## config.mk

```make
export PLATFORM = sky130hd
export DESIGN_NAME = crc8_stuffed_frame_encoder
export DESIGN_NICKNAME = d
export VERILOG_FILES = /design/src/csfe_pkg.sv /design/src/crc8_stuffed_frame_encoder.sv /design/src/csfe_ctrl.sv /design/src/csfe_dp.sv
export VERILOG_INCLUDE_DIRS = /design/src /design/src/src
export SDC_FILE = /design/constraint.sdc
export NUM_CORES = 1
export LEC_CHECK = 0
export BUFFER_PORTS_ARGS = -buffer_cell sky130_fd_sc_hd__buf_4
export CAP_MARGIN = 20
export CORE_MARGIN = 2
export CORE_UTILIZATION = 32
export CTS_BUF_LIST = sky130_fd_sc_hd__clkbuf_4
export CTS_CLUSTER_DIAMETER = 80
export DETAILED_ROUTE_END_ITERATION = 8
export GPL_TIMING_DRIVEN = 0
export PLACE_DENSITY = 0.54
export SLEW_MARGIN = 20
export SYNTH_ARGS = -nofsm -noshare
export SYNTH_HDL_FRONTEND = slang
export SYNTH_SLANG_ARGS = --single-unit
export TNS_END_PERCENT = 5
```

## constraint.sdc

```tcl
create_clock -name clk -period 3.55 [get_ports clk]
set_input_delay 0.5325 -clock clk [delete_from_list [all_inputs] [get_ports clk]]
set_output_delay 0.5325 -clock clk [all_outputs]
set_load 0.05 [all_outputs]
```

## src/crc8_stuffed_frame_encoder_assert.svh

```systemverilog
// Assertion macros shared by the framer modules.
// Each macro expects signals named clk and rst in the scope where it is used.
`ifndef CRC8_STUFFED_FRAME_ENCODER_ASSERT_SVH
`define CRC8_STUFFED_FRAME_ENCODER_ASSERT_SVH

// The consequent must hold in the same cycle as the antecedent.
`define CSFE_ASSERT_SAME(lbl, ante, cons) \
  lbl: assert property (@(posedge clk) disable iff (rst) (ante) |-> (cons)) \
    else $error("csfe assertion failed");

// The consequent must hold in the cycle after the antecedent.
`define CSFE_ASSERT_NEXT(lbl, ante, cons) \
  lbl: assert property (@(posedge clk) disable iff (rst) (ante) |=> (cons)) \
    else $error("csfe assertion failed");

`endif

```

## src/csfe_pkg.sv

```systemverilog
`default_nettype none

package csfe_pkg;

  localparam logic [7:0] FLAG_BYTE = 8'hF0;
  localparam logic [7:0] ESC_BYTE  = 8'hFE;
  localparam logic [7:0] CRC_POLY  = 8'h4D;
  localparam logic [7:0] SEQ_EVEN  = 8'h00;
  localparam logic [7:0] SEQ_ODD   = 8'h01;
  localparam logic [7:0] SEQ_LAST  = 8'h03;
  localparam logic [7:0] BLOCK_BYTES_RESET = 8'd4;

  typedef struct packed {
    logic [7:0]  data_byte;
    logic        start_of_message;
    logic [15:0] message_bytes;
  } in_item_t;

  typedef struct packed {
    logic [7:0] out_byte;
    logic       frame_end;
    logic       last_of_run;
  } out_item_t;

  typedef enum logic [3:0] {
    S_IDLE,
    S_DIV,
    S_OPEN_FIRST,
    S_OPEN,
    S_FLAG,
    S_SEQ,
    S_DESC,
    S_DATA,
    S_CESC,
    S_CRC,
    S_CLOSE
  } state_t;

  typedef enum logic [2:0] {
    SEL_FLAG,
    SEL_SEQ,
    SEL_ESC,
    SEL_DATA,
    SEL_CRC,
    SEL_CLOSE
  } emit_sel_t;

  typedef struct packed {
    logic      accept;
    logic      clear;
    logic      div_load;
    logic      div_step;
    logic      open;
    logic      open_first;
    logic      consume;
    logic      close;
    logic      emit;
    emit_sel_t emit_sel;
    logic      emit_last;
  } cmd_t;

  typedef struct packed {
    logic in_start;
    logic in_len_zero;
    logic msg_open;
    logic block_zero;
    logic block_one;
    logic div_last;
    logic data_esc;
    logic crc_esc;
    logic out_free;
  } status_t;

  // One byte of CRC-8, MSB first, no reflection.
  function automatic logic [7:0] crc8_update(input logic [7:0] crc, input logic [7:0] b);
    logic [7:0] c;
    c = crc ^ b;
    for (int i = 0; i < 8; i++) begin
      c = c[7] ? ((c << 1) ^ CRC_POLY) : (c << 1);
    end
    return c;
  endfunction

endpackage

`default_nettype wire

```

## src/crc8_stuffed_frame_encoder.sv

```systemverilog
// CRC-8 stuffed frame encoder.
// Requests arrive on item_valid/item_ready, one message byte each; the first byte of a
// message carries start_of_message and the total length. Output bytes leave one at a
// time on result_valid/result_ready: flag, sequence byte, stuffed data, stuffed
// CRC-8 and a closing flag, with last_of_run marking the final byte of each request.
// The block works on one request at a time. A request inside a frame passes through S_DESC
// and S_DATA before the next request can be taken, whether or not its byte is escaped;
// a request that opens a further frame first passes through the open, flag and sequence
// byte states, and closing a frame adds the CRC escape check, the CRC and the closing
// flag. A starting request first runs through the one-bit-per-cycle remainder divider
// that sizes the first block, then opens the frame and sends the flag and sequence byte.
// For a byte inside a frame the first result byte is the escape from S_DESC when the byte
// is a flag or an escape, otherwise the data byte itself from S_DATA.
// Ignored requests and zero-length starts are absorbed in the acceptance cycle.
// Output bytes sit in one output register; when the receiver stalls, the sequencer waits
// and the next request is held off until the run is fully in the register.
// Synchronous reset closes any open message and empties the output register; the
// block_bytes register returns to four. Configuration is written over the APB port.

`default_nettype none

`include "crc8_stuffed_frame_encoder_assert.svh"

module crc8_stuffed_frame_encoder #(
  parameter int LENGTH_BITS = 16
) (
  input  wire logic                clk,
  input  wire logic                rst,
  input  wire logic                item_valid,
  output logic                     item_ready,
  input  wire csfe_pkg::in_item_t  item,
  output logic                     result_valid,
  input  wire logic                result_ready,
  output csfe_pkg::out_item_t      result,
  input  wire logic                psel,
  input  wire logic                penable,
  input  wire logic                pwrite,
  input  wire logic [2:0]          paddr,
  input  wire logic [31:0]         pwdata,
  output logic [31:0]              prdata,
  output logic                     pready
);
  import csfe_pkg::*;

  logic [7:0] block_bytes;
  logic       cfg_write;
  cmd_t       cmd;
  status_t    status;

  // The only register sits at byte address zero; paddr bit 2 selects beyond it.
  assign pready    = 1'b1;
  assign cfg_write = psel && penable && pwrite && !paddr[2];
  assign prdata    = paddr[2] ? 32'd0 : {24'd0, block_bytes};

  always_ff @(posedge clk) begin
    if (rst) begin
      block_bytes <= BLOCK_BYTES_RESET;
    end else if (cfg_write) begin
      block_bytes <= pwdata[7:0];
    end
  end

  csfe_ctrl u_ctrl (
    .clk        (clk),
    .rst        (rst),
    .item_valid (item_valid),
    .item_ready (item_ready),
    .status     (status),
    .cmd        (cmd)
  );

  csfe_dp #(
    .LENGTH_BITS (LENGTH_BITS)
  ) u_dp (
    .clk          (clk),
    .rst          (rst),
    .item         (item),
    .block_bytes  (block_bytes),
    .cmd          (cmd),
    .status       (status),
    .result_valid (result_valid),
    .result_ready (result_ready),
    .result       (result)
  );

  // A request is only taken while nothing is being emitted for an earlier one.
  `CSFE_ASSERT_SAME(a_accept_quiet, item_valid && item_ready, !cmd.emit)

endmodule

`default_nettype wire

```

## src/csfe_ctrl.sv

```systemverilog
`default_nettype none

`include "crc8_stuffed_frame_encoder_assert.svh"

module csfe_ctrl (
  input  wire logic              clk,
  input  wire logic              rst,
  input  wire logic              item_valid,
  output logic                   item_ready,
  input  wire csfe_pkg::status_t status,
  output csfe_pkg::cmd_t         cmd
);
  import csfe_pkg::*;

  state_t state;
  state_t state_next;

  always_ff @(posedge clk) begin
    if (rst) begin
      state <= S_IDLE;
    end else begin
      state <= state_next;
    end
  end

  always_comb begin
    state_next = state;
    case (state)
      S_IDLE: begin
        if (item_valid) begin
          if (status.in_start && status.in_len_zero) begin
            state_next = S_IDLE;
          end else if (status.in_start) begin
            state_next = S_DIV;
          end else if (!status.msg_open) begin
            state_next = S_IDLE;
          end else if (status.block_zero) begin
            state_next = S_OPEN;
          end else begin
            state_next = S_DESC;
          end
        end
      end
      S_DIV: begin
        if (status.div_last) begin
          state_next = S_OPEN_FIRST;
        end
      end
      S_OPEN_FIRST, S_OPEN: state_next = S_FLAG;
      S_FLAG: begin
        if (status.out_free) begin
          state_next = S_SEQ;
        end
      end
      S_SEQ: begin
        if (status.out_free) begin
          state_next = S_DESC;
        end
      end
      S_DESC: begin
        if (!status.data_esc || status.out_free) begin
          state_next = S_DATA;
        end
      end
      S_DATA: begin
        if (status.out_free) begin
          state_next = status.block_one ? S_CESC : S_IDLE;
        end
      end
      S_CESC: begin
        if (!status.crc_esc || status.out_free) begin
          state_next = S_CRC;
        end
      end
      S_CRC: begin
        if (status.out_free) begin
          state_next = S_CLOSE;
        end
      end
      S_CLOSE: begin
        if (status.out_free) begin
          state_next = S_IDLE;
        end
      end
      default: state_next = S_IDLE;
    endcase
  end

  always_comb begin
    item_ready = 1'b0;
    cmd        = '0;
    cmd.emit_sel = SEL_FLAG;
    case (state)
      S_IDLE: begin
        item_ready = 1'b1;
        cmd.accept = item_valid;
        cmd.clear  = item_valid && status.in_start && status.in_len_zero;
        cmd.div_load = item_valid && status.in_start && !status.in_len_zero;
      end
      S_DIV: cmd.div_step = 1'b1;
      S_OPEN_FIRST: begin
        cmd.open       = 1'b1;
        cmd.open_first = 1'b1;
      end
      S_OPEN: cmd.open = 1'b1;
      S_FLAG: begin
        cmd.emit     = status.out_free;
        cmd.emit_sel = SEL_FLAG;
      end
      S_SEQ: begin
        cmd.emit     = status.out_free;
        cmd.emit_sel = SEL_SEQ;
      end
      S_DESC: begin
        cmd.emit     = status.data_esc && status.out_free;
        cmd.emit_sel = SEL_ESC;
      end
      S_DATA: begin
        cmd.emit      = status.out_free;
        cmd.consume   = status.out_free;
        cmd.emit_sel  = SEL_DATA;
        cmd.emit_last = !status.block_one;
      end
      S_CESC: begin
        cmd.emit     = status.crc_esc && status.out_free;
        cmd.emit_sel = SEL_ESC;
      end
      S_CRC: begin
        cmd.emit     = status.out_free;
        cmd.emit_sel = SEL_CRC;
      end
      S_CLOSE: begin
        cmd.emit      = status.out_free;
        cmd.close     = status.out_free;
        cmd.emit_sel  = SEL_CLOSE;
        cmd.emit_last = 1'b1;
      end
      default: begin
        item_ready = 1'b0;
      end
    endcase
  end

  // A byte is only loaded into the output register when that register can take it.
  `CSFE_ASSERT_SAME(a_emit_needs_room, cmd.emit, status.out_free)
  // A request that starts a message always leads into the remainder division.
  `CSFE_ASSERT_NEXT(a_start_divides, cmd.div_load, state == S_DIV)

endmodule

`default_nettype wire

```

## src/csfe_dp.sv

```systemverilog
`default_nettype none

`include "crc8_stuffed_frame_encoder_assert.svh"

module csfe_dp #(
  parameter int LENGTH_BITS = 16
) (
  input  wire logic                clk,
  input  wire logic                rst,
  input  wire csfe_pkg::in_item_t  item,
  input  wire logic [7:0]          block_bytes,
  input  wire csfe_pkg::cmd_t      cmd,
  output csfe_pkg::status_t        status,
  output logic                     result_valid,
  input  wire logic                result_ready,
  output csfe_pkg::out_item_t      result
);
  import csfe_pkg::*;

  localparam int CW = (LENGTH_BITS > 1) ? $clog2(LENGTH_BITS) : 1;

  logic [7:0]             data_hold;
  logic [LENGTH_BITS-1:0] len_hold;
  logic [LENGTH_BITS-1:0] dividend;
  logic [7:0]             rem;
  logic [CW-1:0]          div_count;
  logic [LENGTH_BITS-1:0] bytes_left;
  logic [7:0]             block_left;
  logic [7:0]             crc_reg;
  logic                   frame_odd;
  logic                   msg_open;
  logic [7:0]             seq_byte;

  logic [7:0]             bb_eff;
  logic [LENGTH_BITS-1:0] len_in;
  logic [8:0]             rem_shift;
  logic [7:0]             rem_next;
  logic [7:0]             size_first;
  logic [7:0]             size_next;
  logic [7:0]             open_size;
  logic [LENGTH_BITS-1:0] open_left;
  logic                   open_last;
  logic [7:0]             seq_next;
  logic [7:0]             crc_next;
  out_item_t              emit_item;

  assign bb_eff = (block_bytes == 8'd0) ? 8'd1 : block_bytes;
  assign len_in = LENGTH_BITS'(item.message_bytes);

  // One bit of restoring division per cycle; only the remainder is kept.
  assign rem_shift = {rem, dividend[LENGTH_BITS-1]};
  always_comb begin
    if (rem_shift >= {1'b0, bb_eff}) begin
      rem_next = 8'(rem_shift - {1'b0, bb_eff});
    end else begin
      rem_next = rem_shift[7:0];
    end
  end

  assign size_first = (rem == 8'd0) ? bb_eff : rem;
  assign size_next  = (bytes_left < LENGTH_BITS'(bb_eff)) ? bytes_left[7:0] : bb_eff;
  assign open_size  = cmd.open_first ? size_first : size_next;
  assign open_left  = cmd.open_first ? len_hold : bytes_left;
  assign open_last  = (LENGTH_BITS'(open_size) == open_left);

  always_comb begin
    if (open_last) begin
      seq_next = SEQ_LAST;
    end else if (!cmd.open_first && frame_odd) begin
      seq_next = SEQ_ODD;
    end else begin
      seq_next = SEQ_EVEN;
    end
  end

  assign crc_next = crc8_update(crc_reg, data_hold);

  always_comb begin
    emit_item.frame_end   = 1'b0;
    emit_item.last_of_run = cmd.emit_last;
    case (cmd.emit_sel)
      SEL_FLAG: emit_item.out_byte = FLAG_BYTE;
      SEL_SEQ:  emit_item.out_byte = seq_byte;
      SEL_ESC:  emit_item.out_byte = ESC_BYTE;
      SEL_DATA: emit_item.out_byte = data_hold;
      SEL_CRC:  emit_item.out_byte = crc_reg;
      SEL_CLOSE: begin
        emit_item.out_byte  = FLAG_BYTE;
        emit_item.frame_end = 1'b1;
      end
      default: emit_item.out_byte = FLAG_BYTE;
    endcase
  end

  always_ff @(posedge clk) begin
    if (rst) begin
      msg_open     <= 1'b0;
      bytes_left   <= '0;
      block_left   <= '0;
      crc_reg      <= '0;
      frame_odd    <= 1'b0;
      div_count    <= '0;
      result_valid <= 1'b0;
    end else begin
      if (cmd.clear) begin
        msg_open   <= 1'b0;
        bytes_left <= '0;
        block_left <= '0;
        crc_reg    <= '0;
        frame_odd  <= 1'b0;
      end else if (cmd.open) begin
        block_left <= open_size;
        crc_reg    <= '0;
        if (cmd.open_first) begin
          bytes_left <= len_hold;
          frame_odd  <= 1'b0;
          msg_open   <= 1'b1;
        end
      end else if (cmd.consume) begin
        crc_reg    <= crc_next;
        block_left <= block_left - 8'd1;
        bytes_left <= bytes_left - LENGTH_BITS'(1);
      end else if (cmd.close) begin
        crc_reg <= '0;
        if (bytes_left == '0) begin
          msg_open   <= 1'b0;
          block_left <= '0;
          frame_odd  <= 1'b0;
        end else begin
          frame_odd <= ~frame_odd;
        end
      end
      if (cmd.div_load) begin
        div_count <= '0;
      end else if (cmd.div_step) begin
        div_count <= div_count + CW'(1);
      end
      if (cmd.emit) begin
        result_valid <= 1'b1;
      end else if (result_ready) begin
        result_valid <= 1'b0;
      end
    end
  end

  always_ff @(posedge clk) begin
    if (cmd.accept) begin
      data_hold <= item.data_byte;
      len_hold  <= len_in;
    end
    if (cmd.div_load) begin
      dividend <= len_in;
      rem      <= '0;
    end else if (cmd.div_step) begin
      dividend <= dividend << 1;
      rem      <= rem_next;
    end
    if (cmd.open) begin
      seq_byte <= seq_next;
    end
    if (cmd.emit) begin
      result <= emit_item;
    end
  end

  assign status.in_start    = item.start_of_message;
  assign status.in_len_zero = (len_in == '0);
  assign status.msg_open    = msg_open;
  assign status.block_zero  = (block_left == 8'd0);
  assign status.block_one   = (block_left == 8'd1);
  assign status.div_last    = (div_count == CW'(LENGTH_BITS - 1));
  assign status.data_esc    = data_hold inside {FLAG_BYTE, ESC_BYTE};
  assign status.crc_esc     = crc_reg inside {FLAG_BYTE, ESC_BYTE};
  assign status.out_free    = !result_valid || result_ready;

  // With no message open, nothing may be left over from the previous one.
  `CSFE_ASSERT_SAME(a_closed_is_empty, !msg_open, (bytes_left == '0) && (block_left == 8'd0))
  // A frame never asks for more bytes than the message still has.
  `CSFE_ASSERT_SAME(a_block_fits, msg_open, LENGTH_BITS'(block_left) <= bytes_left)
  // The closing flag is always the final byte of its request's run.
  `CSFE_ASSERT_SAME(a_close_is_last, result_valid && result.frame_end, result.last_of_run)

endmodule

`default_nettype wire

```

Word level (Yosys, flattened, before mapping)
Cells that the tools add are included.
{ "word_totals": {"regBits": 117, "output_inout_bits": 45, "word_cells": 174} }
{ "op_classes": {"addsub": 4, "magnitude_cmp": 2, "eq_ne": 33, "muxes": 64, "n_bitwise": 10, "reduce_logical": 44} }
{ "ops": {"columns": ["cell", "n"], "rows": [
  ["2-to-1 mux 8 bit", 12],
  ["2-to-1 mux 16 bit", 5],
  ["2-to-1 mux 7 bit", 8],
  ["2-to-1 mux 4 bit", 13],
  ["one-hot mux 4 bit (10 select lines)", 1],
  ["== test 8 bit (second input constant)", 4],
  ["logical NOT 16 bit", 2],
  ["inverter 4 bit", 8],
  ["one-hot mux 8 bit (4 select lines)", 1],
  ["one-hot mux 4 bit (7 select lines)", 1],
  ["logical NOT 8 bit", 3],
  ["2-to-1 mux 1 bit", 20],
  ["inequality test 2 x 1 -> 1 bit (second input constant)", 9],
  ["== test 4 x 3 -> 1 bit (second input constant)", 4],
  ["== test 4 bit (second input constant)", 4],
  ["== test 8 x 16 -> 1 bit", 1],
  ["< comparator 16 x 8 -> 1 bit", 1],
  ["nonzero test 2 bit", 8],
  ["subtractor 16 x 1 -> 16 bit (second input constant)", 1],
  ["logical AND 1 bit", 10],
  ["greater-or-equal comparator 9 x 8 -> 1 bit", 1],
  ["AND reduction 9 bit", 1],
  ["== test 4 x 2 -> 1 bit (second input constant)", 2],
  ["== test 8 x 1 -> 1 bit (second input constant)", 1],
  ["other kinds (21)", 36]
]} }

Logic depth before layout (Yosys ltp)
{ "depth": {"depth_word": 18, "mapped_depth": 13} }

Cells and area by module
Synthesis repeated with hierarchy kept, for this count alone.
{ "unflattened": {"hier_cells": 736, "hier_area_um2": 6940.4} }
{ "by_module_without_submodules": {"columns": ["mod", "n_inst", "cells_per_inst", "area_per_inst_um2"], "rows": [
  ["csfe_dp", 1, 597, 5776.8],
  ["crc8_stuffed_frame_encoder", 1, 70, 625.6],
  ["csfe_ctrl", 1, 69, 538.0]
]} }

Worst setup path after synthesis
No wires, ideal clock.
{ "synth_path": {"kind": "flip-flop to flip-flop", "start": "register u_ctrl.state[2]", "end": "register u_dp.dividend[0], enable pin", "t_arrival_ns": 3.056, "path_slack_ns": 0.119, "stages_incl_launch_ff": 9, "period_less_slack_ns": 3.431, "cell_sequence": "dfxtp_1 -> clkbuf_1 -> nor2_1 -> nand2_1 -> inv_1 -> and2_1 -> and3_1 -> clkbuf_1 -> nand2b_1"} }
{ "synth_via": {"elab_chain_cells": 3, "word_cells_on_any_way": 5, "classes_between": "1 x eq/ne; 2 x mux; 2 x reduce/logical"} }
{ "synth_lines": {"columns": ["element", "line_no", "rtl"], "rows": [
  ["from (decl)", "csfe_ctrl.sv:15", "state_t state;"],
  ["from (signal assigned)", "csfe_ctrl.sv:22", "state <= state_next;"],
  ["== test 4 x 1 -> 1 bit or logical NOT 4 bit (tied branches)", "csfe_ctrl.sv:93", "case (state)"],
  ["2-to-1 mux 1 bit or 2-to-1 mux 3 bit (tied branches)", "csfe_ctrl.sv:93", null],
  ["nonzero test 2 bit (no line) *", null, null],
  ["to (signal assigned)", "csfe_dp.sv:152", "dividend <= len_in;"],
  ["to (signal assigned)", "csfe_dp.sv:155", "dividend <= dividend << 1;"],
  ["to (decl)", "csfe_dp.sv:24", "logic [LENGTH_BITS-1:0] dividend;"]
]} }
Mark *: on every way between the ends. The rest lies on a longest branch, timed or not.
A chain may end at the register's enable or synchronous reset.

Worst setup path after layout
{ "layout_path": {"start": "register block_bytes[5]", "end": "register u_dp.seq_byte[0] (data pin)"} }
{ "layout_via": {"elab_chain_cells": 6, "word_cells_on_any_way": 7, "classes_between": "1 x order compare; 1 x eq/ne; 4 x mux; 1 x reduce/logical"} }
{ "layout_lines": {"columns": ["element", "line_no", "rtl"], "rows": [
  ["from (decl)", "crc8_stuffed_frame_encoder.sv:45", "logic [7:0] block_bytes;"],
  ["from (signal assigned)", "crc8_stuffed_frame_encoder.sv:59", "block_bytes <= pwdata[7:0];"],
  ["logical NOT 8 bit", "csfe_dp.sv:47", "assign bb_eff = (block_bytes == 8'd0) ? 8'd1 : block_bytes;"],
  ["2-to-1 mux 8 bit *", "csfe_dp.sv:47", null],
  ["< comparator 16 x 8 -> 1 bit", "csfe_dp.sv:61", "assign size_next = (bytes_left < LENGTH_BITS'(bb_eff)) ? bytes_left[7:0] : bb_eff;"],
  ["2-to-1 mux 8 bit", "csfe_dp.sv:61", null],
  ["2-to-1 mux 8 bit *", "csfe_dp.sv:62", "assign open_size = cmd.open_first ? size_first : size_next;"],
  ["== test 8 x 16 -> 1 bit *", "csfe_dp.sv:64", "assign open_last = (LENGTH_BITS'(open_size) == open_left);"],
  ["to (signal assigned)", "csfe_dp.sv:159", "seq_byte <= seq_next;"],
  ["to (decl)", "csfe_dp.sv:32", "logic [7:0] seq_byte;"]
]} }
Marks and branches as above.

==> results.json <==
{
  "start_util": 0.329,
  "synthCells": 697,
  "crit_path_end_kind": "flop",
  "layout-drive-gt1-share": 0.173,
  "synthArstFlopShare": 0,
  "viasPerCell": 5.04,
  "synthMuxAreaShare": 0.0497,
  "crit_family": "compound AO/OA/AOI/OAI gates",
  "powerDensity_mw_per_mm2": 710,
  "die_area_sq_mm": 0.0213,
  "cts_tree": "built",
  "path_buf_inv": 1,
  "fillers": 2031,
  "reg2reg_depth": 10,
  "core_region_area_sq_mm": 0.0196,
  "wirelength_um": 16500,
  "synthTopCellsByArea": "edfxtp_1, dfxtp_1, xnor2_1, nor2_1, a21oi_1",
  "cp.arrival_ns": 3.73,
  "grt_pass1_wl_um": 26300,
  "grt-ovfl-total": 0,
  "final_cell_count_no_fill": 1060,
  "min_path_cells": 1,
  "slowest_delay_ns": 0.54,
  "comb_power_share": 0.513,
  "grt_max_degree": 27,
  "synthXorXnorAreaFrac": 0.0652,
  "rows": 51,
  "clock_power_share": 0.123,
  "maxCapViolCount": 0,
  "syn_area_per_cell_sq_um": 9.25,
  "dpl.cell_count": 1043,
  "synth_warnings": 0,
  "yosys.cell_count.top_type": "nor2_1",
  "crit_chain": "inv_1, ha_1, a21o_1, a21o_1, a2111oi_4, a31oi_2, a21boi_0, xnor2_1, and4_4, a21o_1",
  "path_class": "reg2reg",
  "ant_nets": 0,
  "grt_pass1_vias": 4847,
  "switchingPower_uw": 2290,
  "nets": 876,
  "fmax_mhz": 291,
  "gp_congestion": 0.898,
  "cts.sinks": 111,
  "ys.flop_type": "dfxtp_1",
  "internal-power_uw": 3010,
  "yosysTopAreaCellShare": 0.242,
  "p_leak_uw": 0.00280,
  "p_sw_frac": 0.432,
  "dr_total_vias": 5346,
  "drtIter0Drc": 462,
  "setup_violations": 0,
  "remaining_drc_errors": 0,
  "synth_compound_area_frac": 0.166,
  "min_path_type": "in2reg",
  "cp_max_fo": 7,
  "synth-simple-area-share": 0.189,
  "fin_skew_ns": 0.0272,
  "largestRegisters": "u_dp.bytes_left x16, u_dp.dividend x16, u_dp.len_hold x16",
  "synth.cell_area_sq_mm": 0.00644,
  "ys_ff_latch": 111,
  "synth.largest_area_cell": "edfxtp_1",
  "cts_buffers": 9,
  "timing.final.max_slew_violations": 0,
  "htree_levels": 3,
  "rsz0062_at_grt": "no",
  "synthTopCellsByCount": "nor2_1, nand2_1, dfxtp_1",
  "fin_crit_ns": 3.44,
  "antenna_found_initial": 1,
  "post_cts_buffers": 0,
  "max_slew_margin": 0.491,
  "hold_buffers": 0,
  "critical_path_depth": 10,
  "clk_path_buf_depth": 2,
  "synthAdderAreaFrac": 0.0400,
  "syn2layout_area_growth_pct": 15.6,
  "fin_crit_sh": 0.968,
  "cpMostUsedCell": "a21o_1",
  "synth_cell_types": 75,
  "track_usage": 0.154,
  "clk_pin_slew_ns": 0.18,
  "wl_per_cell_um": 15.6,
  "die_width_um": 146,
  "dp_hpwl_um": 12600,
  "synth.yosys.seq_area_share": 0.426,
  "synth_edf_count": 52,
  "hold_violations": 0,
  "hold_ws_ns": 0.189,
  "seq_power_share": 0.364,
  "worstMarginPinSlew_ns": 0.757,
  "cp-start-kind": "flop",
  "clkLatencyLatePin_ns": 0.50,
  "cp.required_ns": 3.84,
  "max-vdd-ir-drop_mv": 0.336,
  "synth_top_family_by_area": "simple AND/OR/NAND/NOR gates",
  "cts_root_buffer": "clkbuf_4",
  "io_pins": 112,
  "drtPass1Iterations": 7,
  "outcome": "finished, final reports clean",
  "port_buffers": 58,
  "crit_path_top_delay_cell": "a2111oi_4",
  "dieHeight_um": 146
}
[cell families after synthesis]
logic type	after synthesis
xor+xnor	48
mux	30
flops	111
simple gates	244
compound gates	158
other cells	2
fa+ha+maj	20
buf+inv	84
[metrics by stage]
step	TNS [ns]	area, sq um	util	power [uW]	setup WS [ns]
after global placement	-27.57	7300	0.373	4630	-0.680
after detailed placement	-2.39	7300	0.373	4620	-0.136
final	0	7450	0.380	5290	0.115
after floorplan	0	6530	-	3990	0.119
after CTS	0	7440	0.380	5290	0.103
after global routing	0	7450	0.380	5670	0.0180
[worst reg2reg max path, cell delays in order, from the launching register on]
cell and delay (ns):
dfxtp_1 0.53, inv_1 0.18, ha_1 0.33, a21o_1 0.16, a21o_1 0.19, a2111oi_4 0.54, a31oi_2 0.22, a21boi_0 0.54
xnor2_1 0.16, and4_4 0.23, a21o_1 0.15
[per-layer routing]
metal  wire length (um)  global-route usage  share of wire  vias to the layer above
met5                  0                   0              0                        -
met4                229              0.0397          0.014                        0
met3               1020              0.0317          0.062                       16
met2               7540               0.245           0.46                      167
met1               7710               0.213           0.47                     2492
li1                   -                   -              -                     2671
[layout make-up]
| type | count | area (sq um) | share of cell area |
|---|---|---|---|
| Sequential cell | 111 | 2740 | 0.368 |
| Buffer | 59 | 317 | 0.0425 |
| Tap cell | 265 | 332 | 0.0445 |
| Clock inverter | 7 | 68.8 | 0.00924 |
| Antenna cell | 1 | 2.50 | 0.000336 |
| Clock buffer | 9 | 67.6 | 0.00907 |
| Inverter | 25 | 93.8 | 0.0126 |
| Timing Repair Buffer | 58 | 435 | 0.0584 |
| Multi-Input combinational cell | 525 | 3390 | 0.455 |
[worst paths after layout]
path                                                  start                              to  slack (ns)
worst max-delay path            block_bytes[5]$_SDFFE_PP0P_  u_dp.seq_byte[0]$_SDFFCE_PN1N_        0.11
worst min-delay path                               item[21]     u_dp.data_hold[4]$_DFFE_PP_        0.19
worst max register to register  block_bytes[5]$_SDFFE_PP0P_  u_dp.seq_byte[0]$_SDFFCE_PN1N_        0.11
worst min register to register  block_bytes[7]$_SDFFE_PP0P_     block_bytes[7]$_SDFFE_PP0P_        0.48
[power groups by stage]
stage	clock (uW)	combinational, uW	sequential [uW]
6_report	653	2710	1930
5_1_grt	720	2980	1960
4_1_cts	679	2690	1920
3_5_place_dp	0	2670	1950
3_3_place_gp	0	2670	1960
2_1_floorplan	0	2070	1930
[cell usage in the layout, fill, tap and decap left out, types with 29 or more instances in the layout]
master | synthesis | routed
nand2_1 | 67 | 67
buf_4 | 25 | 83
dfxtp_1 | 59 | 59
nor2_1 | 72 | 72
a21oi_1 | 53 | 53
edfxtp_1 | 52 | 52
xnor2_1 | 32 | 32
clkbuf_1 | 29 | 29
[what timing repair did]
action / 4_1_cts / 5_1_grt
hold endpoints to repair: 0 / 0
gates cloned: 0 / 0
pin swaps: 0 / 0
endpoints found under the setup margin: 25 / 7
resized for setup: 2 / 1
No activity file was read; power rests on OpenSTA's default activity.
